===== src/sv/rsrp_pkg.sv =====
`timescale 1ns / 1ps

package rsrp_pkg;

    // Number of input fields and their width.
    localparam int unsigned FieldW = 64;
    localparam int unsigned DataW  = 6 * FieldW;

    // Smallest accepted magnitude of n.dir.
    localparam logic [63:0] EpsRaw = 64'd42949;

    // Register addresses (byte addresses, 8 bytes apart).
    localparam logic [5:0] AddrInner   = 6'd0;
    localparam logic [5:0] AddrOuter   = 6'd8;
    localparam logic [5:0] AddrNormalX = 6'd16;
    localparam logic [5:0] AddrNormalY = 6'd24;
    localparam logic [5:0] AddrNormalZ = 6'd32;

    // Reset value of the normal z component: 1.0 in Q32.32.
    localparam logic [63:0] NormalZReset = 64'h0000_0001_0000_0000;

    // Configuration seen by the datapath.
    typedef struct packed {
        logic [62:0] inner_sq;
        logic [62:0] outer_sq;
        logic [63:0] nx;
        logic [63:0] ny;
        logic [63:0] nz;
    } t_cfg;

    // Partial products of one Q32.32 multiply, plus the sign fix-up term.
    typedef struct packed {
        logic [63:0] p00;
        logic [63:0] p01;
        logic [63:0] p10;
        logic [63:0] p11;
        logic [31:0] fix;
    } t_part;

    // First multiply stage: four unsigned 32 x 32 products. Only the low
    // half of the sign correction matters since it lands at bit 32.
    function automatic t_part mul_part(input logic [63:0] a, input logic [63:0] b);
        t_part p;
        p.p00 = 64'(a[31:0]) * 64'(b[31:0]);
        p.p01 = 64'(a[31:0]) * 64'(b[63:32]);
        p.p10 = 64'(a[63:32]) * 64'(b[31:0]);
        p.p11 = 64'(a[63:32]) * 64'(b[63:32]);
        p.fix = (a[63] ? b[31:0] : 32'd0) + (b[63] ? a[31:0] : 32'd0);
        return p;
    endfunction

    // Second multiply stage: bits 32..95 of the signed 128-bit product.
    function automatic logic [63:0] mul_join(input t_part p);
        return {p.p11[31:0], 32'd0} + p.p01 + p.p10 + {32'd0, p.p00[63:32]}
               - {p.fix, 32'd0};
    endfunction

endpackage


===== src/sv/rsrp_cfg.sv =====
`timescale 1ns / 1ps

module rsrp_cfg (
    input  logic              i_clk,
    input  logic              i_rst_n,
    input  logic              psel,
    input  logic              penable,
    input  logic              pwrite,
    input  logic [5:0]        paddr,
    input  logic [63:0]       pwdata,
    output logic [63:0]       prdata,
    output logic              pready,
    output rsrp_pkg::t_cfg    o_cfg
);

    rsrp_pkg::t_cfg r_cfg;
    logic           w_wr;

    assign pready = 1'b1;
    assign w_wr   = psel && penable && pwrite;
    assign o_cfg  = r_cfg;

    // Register writes.
    always_ff @(posedge i_clk) begin
        if (!i_rst_n) begin
            r_cfg.inner_sq <= '0;
            r_cfg.outer_sq <= '0;
            r_cfg.nx       <= '0;
            r_cfg.ny       <= '0;
            r_cfg.nz       <= rsrp_pkg::NormalZReset;
        end else if (w_wr) begin
            unique case (paddr)
                rsrp_pkg::AddrInner:   r_cfg.inner_sq <= pwdata[62:0];
                rsrp_pkg::AddrOuter:   r_cfg.outer_sq <= pwdata[62:0];
                rsrp_pkg::AddrNormalX: r_cfg.nx       <= pwdata;
                rsrp_pkg::AddrNormalY: r_cfg.ny       <= pwdata;
                rsrp_pkg::AddrNormalZ: r_cfg.nz       <= pwdata;
                default: ;
            endcase
        end
    end

    // Register reads.
    always_comb begin
        unique case (paddr)
            rsrp_pkg::AddrInner:   prdata = {1'b0, r_cfg.inner_sq};
            rsrp_pkg::AddrOuter:   prdata = {1'b0, r_cfg.outer_sq};
            rsrp_pkg::AddrNormalX: prdata = r_cfg.nx;
            rsrp_pkg::AddrNormalY: prdata = r_cfg.ny;
            rsrp_pkg::AddrNormalZ: prdata = r_cfg.nz;
            default:               prdata = '0;
        endcase
    end

endmodule


===== config.mk =====
export PLATFORM = sky130hd
export DESIGN_NAME = rsrp_cfg
export DESIGN_NICKNAME = d
export VERILOG_FILES = /design/src/sv/rsrp_pkg.sv /design/src/sv/rsrp_cfg.sv
export SDC_FILE = /design/constraint.sdc
export NUM_CORES = 1
export LEC_CHECK = 0
export ABC_AREA = 1
export BUFFER_PORTS_ARGS = -buffer_cell sky130_fd_sc_hd__buf_2
export CELL_PAD_IN_SITES_DETAIL_PLACEMENT = 1
export CELL_PAD_IN_SITES_GLOBAL_PLACEMENT = 1
export CORE_ASPECT_RATIO = 1.4
export CORE_MARGIN = 5
export CORE_UTILIZATION = 38
export CTS_CLUSTER_SIZE = 12
export DETAILED_ROUTE_END_ITERATION = 6
export PLACE_DENSITY_LB_ADDON = 0.1
export SYNTH_ARGS = -nofsm -noshare
export SYNTH_HDL_FRONTEND = slang
export SYNTH_SLANG_ARGS = --single-unit
export TNS_END_PERCENT = 50

===== constraint.sdc =====
create_clock -name i_clk -period 2.8 [get_ports i_clk]
set_clock_uncertainty 0.2 [all_clocks]
set_input_delay 0.28 -clock i_clk [delete_from_list [all_inputs] [get_ports i_clk]]
set_output_delay 0.28 -clock i_clk [all_outputs]
set_load 0.02 [all_outputs]

Word level (Yosys, flattened, before mapping)
Index checks and enable logic that the tools add are counted.
- equal/unequal tests: 4
- multiplexer cells: 1
- reduce and logical (&&, ||, !) cells: 8
- operators with widths (kind ; count):
    64-bit one-hot mux with 5 select lines ; 1
    6-bit by 5-bit equality test with 1-bit output, second input constant ; 2
    2-bit AND reduction ; 5
    6-bit by 4-bit equality test with 1-bit output, second input constant ; 1
    6-bit equality test, second input constant ; 1
    6-bit logical NOT ; 1
    1-bit logical AND ; 2
- input port bits: 75
- output and inout bits: 383
- logic and storage cells: 18
- flip-flop bits (word level): 318

Depth between registers and ports, before layout
- depth in word-level cells: 3
- mapped depth: 9

Least setup slack after synthesis
Ideal clock, no wire load.
- kind: input-to-output
- start point: in paddr[4]
- end point: out prdata[17]
- data arrival time: 1.391 ns
- stages: 7
- buffers on the path: 2
- path slack: 0.929 ns
- required time: 2.320 ns
- cell sequence: nor2_1 -> clkbuf_1 -> buf_2 -> nand4_1 -> nand2_1 -> nor2_1 -> nand2_1
- longest elaborated chain between the ends: 2
- RTL lines (item ; line ; source):
    start: declaration ; rsrp_cfg.sv:9 ; input logic [5:0] paddr,
    6-bit equality test, or another cell as far along ; rsrp_cfg.sv:45 ; unique case (paddr)
    64-bit one-hot mux with 5 select lines * ; rsrp_cfg.sv:45 ;
    end: declaration ; rsrp_cfg.sv:11 ; output logic [63:0] prdata,
Every way passes the cells marked *; elsewhere a longest branch is shown, timed or not.

Final worst setup path
- start point: in paddr[1]
- end point: out prdata[19]
The elaborated chain is that of the path after synthesis.

==> run_results.csv <==
group,metric,value,unit
floorplanning,floorplan.initialDensity,38.3,%
run,drv_cap,0,
global_routing,antenna_found_initial,3,
sta,fin_ws,0.252,ns
synth,avgSynthCellArea,6.02,µm²
synth,yosysTopAreaCellShare,41.3,%
final_layout,fin_nets,3074,
min_path,hp-class,"input pin to flip-flop",
synth,async_reset_ff_share,0,%
sta,fmax,392,MHz
synth,syn_inst,2558,
setup_path,crit_type,"input pin to output pin",
clock_network,post_cts_buffers,0,
synth,yosys-mux-area-fraction,0,%
sta,period_needed,2.55,ns
final_layout,syn_to_final_growth,29.4,%
route,drcViolationCount,0,
global_routing,grt_usage,27.7,%
floorplanning,row_count,87,
global_routing,grt_pass1_vias,18000,
floorplanning,die-width,180,µm
floorplanning,die-area,44700,µm²
route,dr.pass1.iters,5,
final_layout,largest_reg_flops,318,
setup_path,endpoint_kind,"output pin",
clock_network,cts_tree,"built",
setup_path,r2r-start,"o_cfg[305]",
route,ant_nets,0,
sta,tightest_slew,0.660,ns
synth,synth_compound_area_share,0.0325,%
placement,port_buffers,456,
sta,finalCritPeriodShare,91.0,%
synth,syn-cell-area,15400,µm²
clock_network,clkSinkCount,318,
floorplanning,io_pins,458,
synth,synth.largest_area_cell,"dfxtp_1",
clock_network,ctsResizeCount,0,
pwr,peakVddDrop,0.403,mV
sta,maxSlewViolCount,0,
clock_network,clkSlewWorstSetupHoldPaths,0.06,ns
synth,synthSimpleGateAreaFrac,47.3,%
synth,yosysMostFrequentCell,"nor2_1",
setup_path,worstPathRequired,2.32,ns
route,initialDrtViolationCount,755,
clock_network,hold_buffers,64,
route,dr_total_vias,17500,
floorplanning,die_y,248,µm
sta,relSlewSlack,56.0,%
clock_network,clk_latency,0.52,ns
setup_path,arrival,2.07,ns
synth,yosys-top-cells-area,"dfxtp_1 (41%), nor2_1 (23%), nand2_1 (16%)",
synth,synth_fa_ha_area_share,0,%
synth,synth_seq_cells,318,
pwr,power.total,0.00970,W
clock_network,cts_buffers,35,
placement,dp_slack,0.217,ns
pwr,p_leak,9.33,nW
floorplanning,core,40200,µm²
synth,synthXorXnorAreaFrac,0,%
final_layout,final_core_util,49.6,%
clock_network,cts_root_buffer,"clkbuf_16",
setup_path,cp_max_fo,13,
min_path,hold_end,"o_cfg[190]",
placement,gp_congestion,0.830,
synth,synth_fp_nets,2633,
setup_path,r2r_cells,2,
synth,yosys.cell_types.count,19,
setup_path,reg2reg_to,"o_cfg[305]",
global_routing,grt_pass1_wl,99300,µm
synth,synth_edf_count,0,
sta,rsz0062_at_grt,"no",
pwr,power_density,487,nW/µm²
min_path,holdPathStages,3,
min_path,holdCritStartpoint,"i_rst_n",
final_layout,layout-drive-gt1-share,18.7,%
synth,yosys_most_used_dff,"dfxtp_1",
global_routing,grt_overflow,0,
route,viasPerCell,4.91,
placement,hpwl,44100,µm
sta,setup_viol,0,
route,wl,64600,µm
sta,finalHoldViolCount,0,
synth,ys_warn_count,0,
clock_network,cts_buffer_depth,3,
setup_path,startpoint_type,"input pin",
route,wire_per_inst,18.2,µm
synth,ys_seq_area_share,41.3,%
clock_network,htreeDepth,2,
setup_path,r2r_slack,1.93,ns
synth,synth_top_family_by_area,"simple AND/OR/NAND/NOR gates",
global_routing,grt_max_degree,93,
sta,fin_tns_setup,0,ns
synth,synth_common_cells,"nor2_1 (941), nand2_1 (675), dfxtp_1 (318), inv_1 (265), nand4_1 (102)",
run_status,status,"finished clean",
-- worst max-delay path: stages --
cell,delay (ns)
buf_2,0.11
nor2_4,0.41
nand3_4,0.34
inv_1,0.27
buf_4,0.29
nand2_1,0.08
nand3_1,0.10
buf_2,0.17
-- worst max path at each step --
| stage | start | endpoint | slack, ns | cells after the start |
|---|---|---|---|---|
| final | paddr[1] | prdata[19] | 0.25 | 8 |
| after global routing | paddr[1] | prdata[20] | 0.13 | 8 |
| after CTS | paddr[1] | prdata[63] | 0.24 | 8 |
| after detailed placement | paddr[1] | o_cfg[267] | 0.22 | 8 |
| after global placement | paddr[1] | o_cfg[268] | 0.27 | 8 |
| after floorplan | paddr[4] | prdata[17] | 0.93 | 7 |
-- power breakdown --
| group | total (W) | leakage (nW) | switching [W] | internal [W] |
|---|---|---|---|---|
| clock | 0.00454 | 0.546 | 0.00189 | 0.00265 |
| combinational | 0.000617 | 6.22 | 0.000408 | 0.000209 |
| sequential | 0.00454 | 2.56 | 0.00000901 | 0.00453 |
| total | 0.00970 | 9.33 | 0.00230 | 0.00740 |
-- metal layers --
metal / track usage, % / wire length, µm / vias to the layer above
li1: - / - / 8481
met1: 30.8 / 25500 / 8337
met2: 49.5 / 31400 / 478
met3: 6.22 / 3760 / 166
met4: 14.6 / 3940 / 4
met5: 0 / 23 / -
-- kinds of logic (layout without fill, tap and decap cells) --
| kind of cell | after synthesis | count (layout) |
|---|---|---|
| and+or+nand+nor | 1816 | 1816 |
| buffers and inverters | 422 | 884 |
| DFF | 318 | 318 |
| other | 1 | 2 |
| AOI/OAI and AO/OA | 1 | 1 |
-- area by class of cell --
| cell class | instances | area [µm²] |
|---|---|---|
| Clock inverter | 7 | 60.1 |
| Multi-Input combinational cell | 1818 | 7360 |
| Timing Repair Buffer | 559 | 3430 |
| Clock buffer | 51 | 1040 |
| Inverter | 267 | 1000 |
| Fill cell | 5556 | 20200 |
| Sequential cell | 318 | 6370 |
| Antenna cell | 1 | 2.50 |
| Tap cell | 534 | 668 |
-- cells in the final DEF (no fill, tap or decap) --
cell	count
nand4_1	102
diode_2	1
nand3_2	2
clkbuf_1	8
nand2_1	675
and2_1	19
dfxtp_1	318
clkbuf_8	6
inv_2	2
nor2_1	937
inv_1	265
buf_4	23
nor2_4	11
nand3_4	4
bufinv_16	1
clkinv_2	6
buf_2	455
nand3_1	66
dlygate4sd3_1	64
clkbuf_16	37
o21ai_0	1
conb_1	1
buf_8	1
buf_12	16
-- per-stage QoR --
step,hold WS [ns],std cells,cell area [µm²]
final,0.0111,3555,19900
after global routing,0.0433,3554,19900
after CTS,0.00778,3554,19900
after detailed placement,0.291,3432,18200
after global placement,0.284,3432,18200
after floorplan,0.207,2558,15400
(Power assumes the default switching activity.)
